===== src/rtl/ndef_pkg.sv =====
// shared types and constants of the ndef record header parser
// phase encoding, byte kind and status codes, flag bit positions
// no dependencies
`default_nettype none

package ndef_pkg;

	// flags byte bit positions
	localparam int unsigned FlagMb = 7;
	localparam int unsigned FlagMe = 6;
	localparam int unsigned FlagCf = 5;
	localparam int unsigned FlagSr = 4;
	localparam int unsigned FlagIl = 3;

	localparam logic [2:0] KIND_HEADER  = 3'd0;
	localparam logic [2:0] KIND_TYPE    = 3'd1;
	localparam logic [2:0] KIND_ID      = 3'd2;
	localparam logic [2:0] KIND_BODY    = 3'd3;
	localparam logic [2:0] KIND_IGNORED = 3'd4;

	localparam logic [1:0] ST_PENDING = 2'd0;
	localparam logic [1:0] ST_SUCCESS = 2'd1;
	localparam logic [1:0] ST_CHUNKED = 2'd2;
	localparam logic [1:0] ST_SHORT   = 2'd3;

	// field to enter after a header byte or a finished field
	localparam logic [1:0] FIELD_TYPE = 2'd0;
	localparam logic [1:0] FIELD_ID   = 2'd1;
	localparam logic [1:0] FIELD_BODY = 2'd2;

	typedef enum logic [9:0] {
		PH_FLAGS   = 10'b00_0000_0001,
		PH_TYPELEN = 10'b00_0000_0010,
		PH_PLEN    = 10'b00_0000_0100,
		PH_IDLEN   = 10'b00_0000_1000,
		PH_TYPE    = 10'b00_0001_0000,
		PH_ID      = 10'b00_0010_0000,
		PH_BODY    = 10'b00_0100_0000,
		PH_TRAIL   = 10'b00_1000_0000,
		PH_CHUNK1  = 10'b01_0000_0000,
		PH_CHUNK2  = 10'b10_0000_0000
	} phase_t;

endpackage

`default_nettype wire


===== src/rtl/ndef_record_parser_top.sv =====
// ndef record header parser, top level
// one byte per item in, one tagged byte with header fields per item out
// depends on ndef_pkg
`default_nettype none

// usage
//  input channel: item_valid / item_ready carry data_byte and last_byte,
//    one raw byte of the record buffer per item, last_byte on its final byte
//  output channel: result_valid / result_ready carry one result per input
//    item: the byte passed through, its kind (header, type, id, payload,
//    ignored), the header fields parsed so far and the verdict status
//  latency: the result of an item is valid the cycle after it is accepted
//  throughput: one item per cycle while result_ready is high; the parser state
//    and the result register are updated in the same cycle the item is taken
//  stall: the result register holds its item while result_ready is low;
//    item_ready then drops until the result is taken, so nothing is lost
//  verdict: status is pending on every byte but the last; on the last byte
//    it gives success, chunked unsupported or too short
//  reset: arst_n clears the parser to expect a flags byte and empties the
//    result register; after every last byte the parser returns to the same
//    state and takes the next byte as a new record's flags byte
module ndef_record_parser_top (
	input  wire logic        clk,
	input  wire logic        arst_n,
	input  wire logic        item_valid,
	output logic             item_ready,
	input  wire logic [7:0]  data_byte,
	input  wire logic        last_byte,
	output logic             result_valid,
	input  wire logic        result_ready,
	output logic [2:0]       byte_kind,
	output logic [7:0]       byte_value,
	output logic             header_done,
	output logic [2:0]       name_format,
	output logic             message_begin,
	output logic             message_end,
	output logic             short_record,
	output logic [7:0]       kind_length,
	output logic [7:0]       ident_length,
	output logic [31:0]      body_length,
	output logic [1:0]       status
);

	// parser state
	ndef_pkg::phase_t phase_q;
	logic [7:0]       flags_q;
	logic [7:0]       kind_len_q;
	logic [7:0]       ident_len_q;
	logic [31:0]      body_len_q;
	logic [31:0]      remaining_q;
	logic [1:0]       len_idx_q;
	logic             complete_q;

	// next state
	ndef_pkg::phase_t phase_d;
	logic [7:0]       flags_d;
	logic [7:0]       kind_len_d;
	logic [7:0]       ident_len_d;
	logic [31:0]      body_len_d;
	logic [31:0]      remaining_d;
	logic [1:0]       len_idx_d;
	logic             complete_d;

	// per-item result
	logic [2:0] kind_c;
	logic [1:0] status_c;
	logic       hdr_c;
	logic       chunk_short;
	logic       enter_en;
	logic [1:0] enter_which;
	logic       accept;

	// one output register: a new item may enter while the old result leaves
	assign item_ready = !result_valid || result_ready;
	assign accept     = item_valid && item_ready;

	always_comb begin
		phase_d     = phase_q;
		flags_d     = flags_q;
		kind_len_d  = kind_len_q;
		ident_len_d = ident_len_q;
		body_len_d  = body_len_q;
		remaining_d = remaining_q;
		len_idx_d   = len_idx_q;
		complete_d  = complete_q;
		kind_c      = ndef_pkg::KIND_IGNORED;
		chunk_short = 1'b0;
		enter_en    = 1'b0;
		enter_which = ndef_pkg::FIELD_TYPE;

		case (phase_q)
			ndef_pkg::PH_FLAGS: begin
				kind_c      = ndef_pkg::KIND_HEADER;
				flags_d     = data_byte;
				phase_d     = data_byte[ndef_pkg::FlagCf] ? ndef_pkg::PH_CHUNK1
				                                          : ndef_pkg::PH_TYPELEN;
				chunk_short = 1'b1;
			end
			ndef_pkg::PH_TYPELEN: begin
				kind_c     = ndef_pkg::KIND_HEADER;
				kind_len_d = data_byte;
				body_len_d = '0;
				len_idx_d  = '0;
				phase_d    = ndef_pkg::PH_PLEN;
			end
			ndef_pkg::PH_PLEN: begin
				kind_c = ndef_pkg::KIND_HEADER;
				// short form is one byte, long form shifts in big-endian
				if (flags_q[ndef_pkg::FlagSr]) begin
					body_len_d = {24'd0, data_byte};
				end else begin
					body_len_d = {body_len_q[23:0], data_byte};
				end
				if (flags_q[ndef_pkg::FlagSr] || len_idx_q == 2'd3) begin
					len_idx_d = '0;
					if (flags_q[ndef_pkg::FlagIl]) begin
						phase_d = ndef_pkg::PH_IDLEN;
					end else begin
						ident_len_d = '0;
						enter_en    = 1'b1;
						enter_which = ndef_pkg::FIELD_TYPE;
					end
				end else begin
					len_idx_d = len_idx_q + 2'd1;
				end
			end
			ndef_pkg::PH_IDLEN: begin
				kind_c      = ndef_pkg::KIND_HEADER;
				ident_len_d = data_byte;
				enter_en    = 1'b1;
				enter_which = ndef_pkg::FIELD_TYPE;
			end
			ndef_pkg::PH_TYPE: begin
				kind_c      = ndef_pkg::KIND_TYPE;
				remaining_d = remaining_q - 32'd1;
				if (remaining_q == 32'd1) begin
					enter_en    = 1'b1;
					enter_which = ndef_pkg::FIELD_ID;
				end
			end
			ndef_pkg::PH_ID: begin
				kind_c      = ndef_pkg::KIND_ID;
				remaining_d = remaining_q - 32'd1;
				if (remaining_q == 32'd1) begin
					enter_en    = 1'b1;
					enter_which = ndef_pkg::FIELD_BODY;
				end
			end
			ndef_pkg::PH_BODY: begin
				kind_c      = ndef_pkg::KIND_BODY;
				remaining_d = remaining_q - 32'd1;
				if (remaining_q == 32'd1) begin
					phase_d    = ndef_pkg::PH_TRAIL;
					complete_d = 1'b1;
				end
			end
			ndef_pkg::PH_CHUNK1: begin
				phase_d     = ndef_pkg::PH_CHUNK2;
				chunk_short = 1'b1;
			end
			ndef_pkg::PH_CHUNK2: begin
				phase_d = ndef_pkg::PH_CHUNK2;
			end
			default: begin
				// trailing bytes after a complete record
				phase_d = phase_q;
			end
		endcase

		// skip empty fields, using the lengths as updated by this byte
		if (enter_en) begin
			if (enter_which == ndef_pkg::FIELD_TYPE && kind_len_d != 8'd0) begin
				phase_d     = ndef_pkg::PH_TYPE;
				remaining_d = {24'd0, kind_len_d};
			end else if (enter_which != ndef_pkg::FIELD_BODY && ident_len_d != 8'd0) begin
				phase_d     = ndef_pkg::PH_ID;
				remaining_d = {24'd0, ident_len_d};
			end else if (body_len_d != 32'd0) begin
				phase_d     = ndef_pkg::PH_BODY;
				remaining_d = body_len_d;
			end else begin
				phase_d     = ndef_pkg::PH_TRAIL;
				remaining_d = '0;
				complete_d  = 1'b1;
			end
		end

		hdr_c = (phase_d == ndef_pkg::PH_TYPE) || (phase_d == ndef_pkg::PH_ID) ||
		        (phase_d == ndef_pkg::PH_BODY) || (phase_d == ndef_pkg::PH_TRAIL);

		status_c = ndef_pkg::ST_PENDING;
		if (last_byte) begin
			if (phase_d == ndef_pkg::PH_CHUNK1 || phase_d == ndef_pkg::PH_CHUNK2) begin
				status_c = chunk_short ? ndef_pkg::ST_SHORT : ndef_pkg::ST_CHUNKED;
			end else begin
				status_c = complete_d ? ndef_pkg::ST_SUCCESS : ndef_pkg::ST_SHORT;
			end
		end
	end

	// parser state: back to the flags byte after every last byte
	always_ff @(posedge clk or negedge arst_n) begin
		if (!arst_n) begin
			phase_q     <= ndef_pkg::PH_FLAGS;
			flags_q     <= '0;
			kind_len_q  <= '0;
			ident_len_q <= '0;
			body_len_q  <= '0;
			remaining_q <= '0;
			len_idx_q   <= '0;
			complete_q  <= 1'b0;
		end else if (accept) begin
			if (last_byte) begin
				phase_q     <= ndef_pkg::PH_FLAGS;
				flags_q     <= '0;
				kind_len_q  <= '0;
				ident_len_q <= '0;
				body_len_q  <= '0;
				remaining_q <= '0;
				len_idx_q   <= '0;
				complete_q  <= 1'b0;
			end else begin
				phase_q     <= phase_d;
				flags_q     <= flags_d;
				kind_len_q  <= kind_len_d;
				ident_len_q <= ident_len_d;
				body_len_q  <= body_len_d;
				remaining_q <= remaining_d;
				len_idx_q   <= len_idx_d;
				complete_q  <= complete_d;
			end
		end
	end

	// result register valid flag
	always_ff @(posedge clk or negedge arst_n) begin
		if (!arst_n) begin
			result_valid <= 1'b0;
		end else if (item_ready) begin
			result_valid <= item_valid;
		end
	end

	// result payload, loaded with the item
	always_ff @(posedge clk) begin
		if (accept) begin
			byte_kind     <= kind_c;
			byte_value    <= data_byte;
			header_done   <= hdr_c;
			name_format   <= flags_d[2:0];
			message_begin <= flags_d[ndef_pkg::FlagMb];
			message_end   <= flags_d[ndef_pkg::FlagMe];
			short_record  <= flags_d[ndef_pkg::FlagSr];
			kind_length   <= kind_len_d;
			ident_length  <= ident_len_d;
			body_length   <= body_len_d;
			status        <= status_c;
		end
	end

	// a complete record only sits in the trailing phase
	a_complete_trail: assert property (@(posedge clk) disable iff (!arst_n)
		complete_q |-> phase_q == ndef_pkg::PH_TRAIL)
		else $error("record complete outside trailing phase");

	// a field phase always has bytes left to count
	a_remaining: assert property (@(posedge clk) disable iff (!arst_n)
		(phase_q == ndef_pkg::PH_TYPE || phase_q == ndef_pkg::PH_ID ||
		 phase_q == ndef_pkg::PH_BODY) |-> remaining_q != 32'd0)
		else $error("field phase with zero bytes remaining");

	// the last byte returns the parser to the flags byte
	a_last_restart: assert property (@(posedge clk) disable iff (!arst_n)
		(accept && last_byte) |=> phase_q == ndef_pkg::PH_FLAGS && !complete_q)
		else $error("parser did not restart after last byte");

endmodule

`default_nettype wire


===== config.mk =====
export PLATFORM = sky130hd
export DESIGN_NAME = ndef_record_parser_top
export DESIGN_NICKNAME = d
export VERILOG_FILES = /design/src/rtl/ndef_pkg.sv /design/src/rtl/ndef_record_parser_top.sv
export SDC_FILE = /design/constraint.sdc
export NUM_CORES = 1
export LEC_CHECK = 0
export BUFFER_PORTS_ARGS = -buffer_cell sky130_fd_sc_hd__buf_2
export CORE_MARGIN = 5
export CORE_UTILIZATION = 45
export DETAILED_ROUTE_END_ITERATION = 10
export MAX_ROUTING_LAYER = met4
export PLACE_DENSITY = 0.74
export SETUP_SLACK_MARGIN = 0.5
export SYNTH_ARGS = -nofsm -noshare
export SYNTH_HDL_FRONTEND = slang
export SYNTH_SLANG_ARGS = --single-unit

===== constraint.sdc =====
create_clock -name clk -period 4.2 [get_ports clk]
set_clock_uncertainty 0.2 [all_clocks]
set_input_delay 0.42 -clock clk [delete_from_list [all_inputs] [get_ports clk]]
set_output_delay 0.42 -clock clk [all_outputs]
set_load 0.01 [all_outputs]

== Word level (Yosys, flattened, before mapping) ==
Index checks and enable logic that the tools add are counted.
W data, S select, Z words.
Word-level totals
  input port bits: 13
  output and inout port bits: 70
  logic and storage cells: 115
  bits in registers: 169
Cells by class
  multiplexer cells: 49
  add/sub/neg operators: 2
  equal/unequal tests: 18
  reduce and logical (&&, ||, !) cells: 25
Operators by type and width (count)
  $mux W32: 8
  $mux W8: 10
  $pmux W32 S2: 1
  $mux W10: 5
  $pmux W10 S5: 1
  $eq A32 B1 Y1 const B: 1
  $reduce_bool A32 Y1: 1
  $sub A32 B1 Y32 const B: 1
  $eq A10 B10 Y1 const B: 2
  $eq A10 B5 Y1 const B: 2
  $eq A10 B6 Y1 const B: 2
  $eq A10 B7 Y1 const B: 2
  $eq A10 B9 Y1 const B: 2
  $pmux W8 S2: 1
  $reduce_bool A8 Y1: 2
  $mux W1: 13
  $pmux W3 S4: 1
  $eq A10 B1 Y1 const B: 1
  $eq A10 B2 Y1 const B: 1
  $eq A10 B3 Y1 const B: 1
  $eq A10 B4 Y1 const B: 1
  $eq A10 B8 Y1 const B: 1
  $mux W2: 5
  $mux W9: 1
  other kinds (15): 28

== Logic depth before layout (Yosys ltp) ==
  depth in word-level cells: 13
  mapped depth: 10
  gate-level depth less buffers: 9

== Least setup slack after synthesis ==
OpenSTA, ideal clock, no wires.
  path kind: input port to flip-flop
  start: input result_ready
  end: register phase_q[4]
  slack: 138 ps
  path buffers: 1
  required time: 3877 ps
  setup time: 123 ps
  arrival: 3739 ps
  cell stages on the path: 6
  cells stage by stage: nand2b_1 -> nand2_1 -> inv_1 -> clkbuf_1 -> o21ai_0 -> a32o_1
Between the ends
  longest elaborated chain between the ends: 2
Ends and longest elaborated chain
  start, declared: RTL line ndef_record_parser_top.sv:30  | input wire logic result_ready,
  $logic_or A1 B1 Y1: RTL line ndef_record_parser_top.sv:74  | assign item_ready = !result_valid || result_ready;
  $logic_and A1 B1 Y1: RTL line ndef_record_parser_top.sv:75  | assign accept = item_valid && item_ready;
  named net accept: RTL line ndef_record_parser_top.sv:71  | logic accept;
  end signal, assigned: RTL line ndef_record_parser_top.sv:204  | phase_q <= ndef_pkg::PH_FLAGS;
  end signal, assigned: RTL line ndef_record_parser_top.sv:214  | phase_q <= ndef_pkg::PH_FLAGS;
  end signal, assigned: RTL line ndef_record_parser_top.sv:223  | phase_q <= phase_d;
  end, declared: RTL line ndef_record_parser_top.sv:45  | ndef_pkg::phase_t phase_q;
The timed path passes the listed nets, and every way through them passes these cells.
A chain may end at the register's enable or synchronous reset.

== Worst setup path after layout ==
  start: register phase_q[6]
  end: register status[1], data pin
Between the ends
  longest elaborated chain between the ends: 10
  elaborated cells between the ends (all ways): 41
  classes of those cells: eq/ne: 12; mux: 20; reduce/logical: 9
Ends and longest elaborated chain
  $eq A10 B3 Y1 / $eq A10 B2 Y1 (equally long branches): RTL line ndef_record_parser_top.sv:91  | case (phase_q)
  $pmux W32 S2 *: RTL line ndef_record_parser_top.sv:91
  named net body_len_d[3]: RTL line ndef_record_parser_top.sv:59  | logic [31:0] body_len_d;
  $reduce_bool A32 Y1 *: RTL line ndef_record_parser_top.sv:178  | end else if (body_len_d != 32'd0) begin
  $mux W8: RTL line ndef_record_parser_top.sv:178
  $mux W8: RTL line ndef_record_parser_top.sv:175  | end else if (enter_which != ndef_pkg::FIELD_BODY && ident_len_d != 8'd0) begin
  $mux W8: RTL line ndef_record_parser_top.sv:172  | if (enter_which == ndef_pkg::FIELD_TYPE && kind_len_d != 8'd0) begin
  $mux W10: RTL line ndef_record_parser_top.sv:171  | if (enter_en) begin
  $eq A10 B9 Y1 / $eq A10 B10 Y1 (equally long branches): RTL line ndef_record_parser_top.sv:193  | if (phase_d == ndef_pkg::PH_CHUNK1 || phase_d == ndef_pkg::PH_CHUNK2) begin
  $logic_or A1 B1 Y1: RTL line ndef_record_parser_top.sv:193
  $mux W2 *: RTL line ndef_record_parser_top.sv:193
  end signal, assigned: RTL line ndef_record_parser_top.sv:257  | status <= status_c;
  end, declared: RTL line ndef_record_parser_top.sv:41  | output logic [1:0] status
Mark *: on every way through the listed nets, which the timed path passes. The rest lies on a longest branch.

==> results.txt <==
Clock sink count = 169
Synth Cell Area = 8180 µm²
Max Cap Viol = 0
Antenna-violating nets left = 0
Pwr Total = 4.62 mW
Pre-CTS setup slack = 0.760 ns
Period utilization = 82.1%
Later-pin clock latency in the skew report = 0.44 ns
Worst Setup End Kind = flip-flop
Placed inst area = 8850 µm²
Adder-cell share of the synthesized area = 0.459%
Drt drc = 0
DR WL/cell = 21.1 µm
First-pass GRT wire length = 36300 µm
Yosys warnings = 0
Share of layout cells above drive strength 1 = 18.1%
Rel. slew slack = 23.3%
Synth Area in Simple Gates = 15.0%
Pleak = 4.22 nW
Largest net degree at the start of global routing = 58
Synthesized area per cell = 10.6 µm²
Final Cell Area = 9430 µm²
Worst hold path type = input port to flip-flop
Syn_nets = 790
Die W = 145 µm
WP data arrival = 3.44 ns
CP max FO = 12
Pins Over Slew Limit = 0
Cell Rows = 49
Total Wirelength = 23000 µm
Final setup vio count = 0
Io pins = 83
Synth-to-layout area growth = 15.4%
Clock tree buffer depth = 2
Post-synthesis xor/xnor area fraction = 0.964%
Hold-critical path depth = 3
Synth Flop Type = dfrtp_1
Final worst path period need = 3.45 ns
Most area-consuming cells after synthesis = dfrtp_1 31%, edfxtp_1 25%, a22o_1 5.6%
Max Clk Rate = 290 MHz
Nets@finish = 864
Peak supply drop = 0.405 mV
CTS tree = done
PortBufs = 82
H-Tree Depth = 4
Post_cts resized = 0
Number of synthesized flops with an enable pin = 68
RSZ-0062 raised after global routing = false
Largest family of logic cells by synthesized area = compound AO/OA/AOI/OAI gates
Number of global-route vias before repair = 6447
Outcome = finished clean
Dpl cells = 1056
GP Congestion = 0.964
Total gr overflow = 0
Root buffer cell = clkbuf_16
Register bit total from synthesis = 169
Area leader, netlist = dfrtp_1
Total CTS buffers = 17
Starting Density = 45.7%
DRT Pass-1 Iters = 6
Final instance count without filler cells = 1090
Clk pin slew, worst setup/hold paths = 0.06 ns
Iteration-0 DRC Markers = 947
Setup ws final = 0.751 ns
Final Hold Vio Count = 0
Slew @ Worst Pin = 1.15 ns
WHS = 0.103 ns
Synthesized netlist cell count = 774
Post-synthesis async set-or-reset flop share = 59.8%
DR vias/cell = 6.20
Die ar. = 21000 µm²
Crit start category = flip-flop
# diodes = 0
Core Region = 17900 µm²
Synth top area share = 30.6%
FF-to-FF path depth = 7
Initial antenna violation count = 0
Fin Setup TNS = 0 ns
Dpl hpwl = 15700 µm
Critical path data required time = 4.19 ns
Vias = 6754
Sequential fraction of the synthesis area = 55.9%
Final Util = 52.7%
Yosys cell types = 62
Chip Height = 145 µm
Post-synthesis mux area share = 2.13%
Post-synthesis compound-gate area fraction = 21.4%
GR Util All Layers = 23.3%
Critical path class = flip-flop to flip-flop
P per Cell Area = 490 nW/µm²
routing by layer:
metal,vias up,part of all wire (%),GRT usage [%]
met5,-,0,-
met4,0,2.8,8.54
met3,62,7.9,4.44
met2,330,45,34.0
met1,3298,44,32.4
li1,3064,-,-
logic make-up (layout without fill, tap and decap cells):
logic type | after synthesis | count (layout)
buffers and inverters | 85 | 172
adder cells (fa/ha/maj) | 3 | 3
AND/OR/NAND/NOR | 231 | 231
multiplexers | 16 | 16
XOR/XNOR | 9 | 9
AO/OA/AOI/OAI | 261 | 261
flip-flops | 169 | 169
placed cells by master, fill, tap and decap left out, types with 20 or more instances in the layout:
master	n
inv_1	35
edfxtp_1	68
a21oi_1	33
buf_4	21
nor3_1	30
buf_2	81
o21ai_0	89
dfrtp_1	100
nand2_1	62
a22oi_1	20
a22o_1	52
nor2_1	37
synthesized netlist by cell type (11+ instances only):
master / count
clkbuf_1: 41
nand2_1: 63
a22oi_1: 20
nor3_1: 30
nor4_1: 19
mux2_2: 11
nor2_1: 38
nand3_1: 15
o21ai_0: 89
a22o_1: 52
edfxtp_1: 68
a21oi_1: 33
dfrtp_1: 100
inv_1: 36
flip-flops by register name, summed over array words and instances (netlist names):
name           cells
byte_value         8
header_done        1
ident_length       8
kind_len_q         8
name_format        3
message_begin      1
status             2
flags_q            7
remaining_q       32
message_end        1
byte_kind          3
phase_q           10
result_valid       1
kind_length        8
body_len_q        32
short_record       1
ident_len_q        8
complete_q         1
body_length       32
len_idx_q          2
worst max-delay path, stage by stage, from the launching register on:
cell and delay [ns]:
dfrtp_1 0.50, or4_4 0.62, or4_4 0.45, or2_1 0.38, a22o_1 0.34, nor4_4 0.29, nand2_1 0.15, a32o_1 0.27
worst paths after layout:
| path | from | end | slack [ns] |
|---|---|---|---|
| max | phase_q[6]$_DFFE_PN0P_ | status[1]$_SDFFCE_PN0P_ | 0.75 |
| min | result_ready | result_valid$_DFFE_PN0N_ | 0.10 |
| max reg2reg | phase_q[6]$_DFFE_PN0P_ | status[1]$_SDFFCE_PN0P_ | 0.75 |
| min reg2reg | remaining_q[7]$_DFFE_PN0P_ | remaining_q[7]$_DFFE_PN0P_ | 0.29 |
| max in group asynchronous | arst_n | body_len_q[20]$_DFFE_PN0P_ | 2.56 |
| min in group asynchronous | arst_n | complete_q$_DFFE_PN0P_ | 0.36 |
timing repair:
| action | in CTS | in global routing |
|---|---|---|
| setup buffers | 0 | 0 |
| hold endpoints to repair | 45 | 0 |
| hold buffers | 2 | 0 |
final cells by class:
type / instances / area [µm²]
Fill cell: 1597 / 8470
Sequential cell: 169 / 4570
Multi-Input combinational cell: 520 / 3290
Timing Repair Buffer: 104 / 583
Clock buffer: 22 / 444
Tap cell: 229 / 287
Inverter: 36 / 136
Clock inverter: 10 / 121
power breakdown:
group          switching, mW  total, mW  internal [mW]
sequential             0.121       2.00           1.88
combinational          0.672       1.08          0.408
clock                  0.663       1.54          0.880
Power figures use the tool's default switching activity.
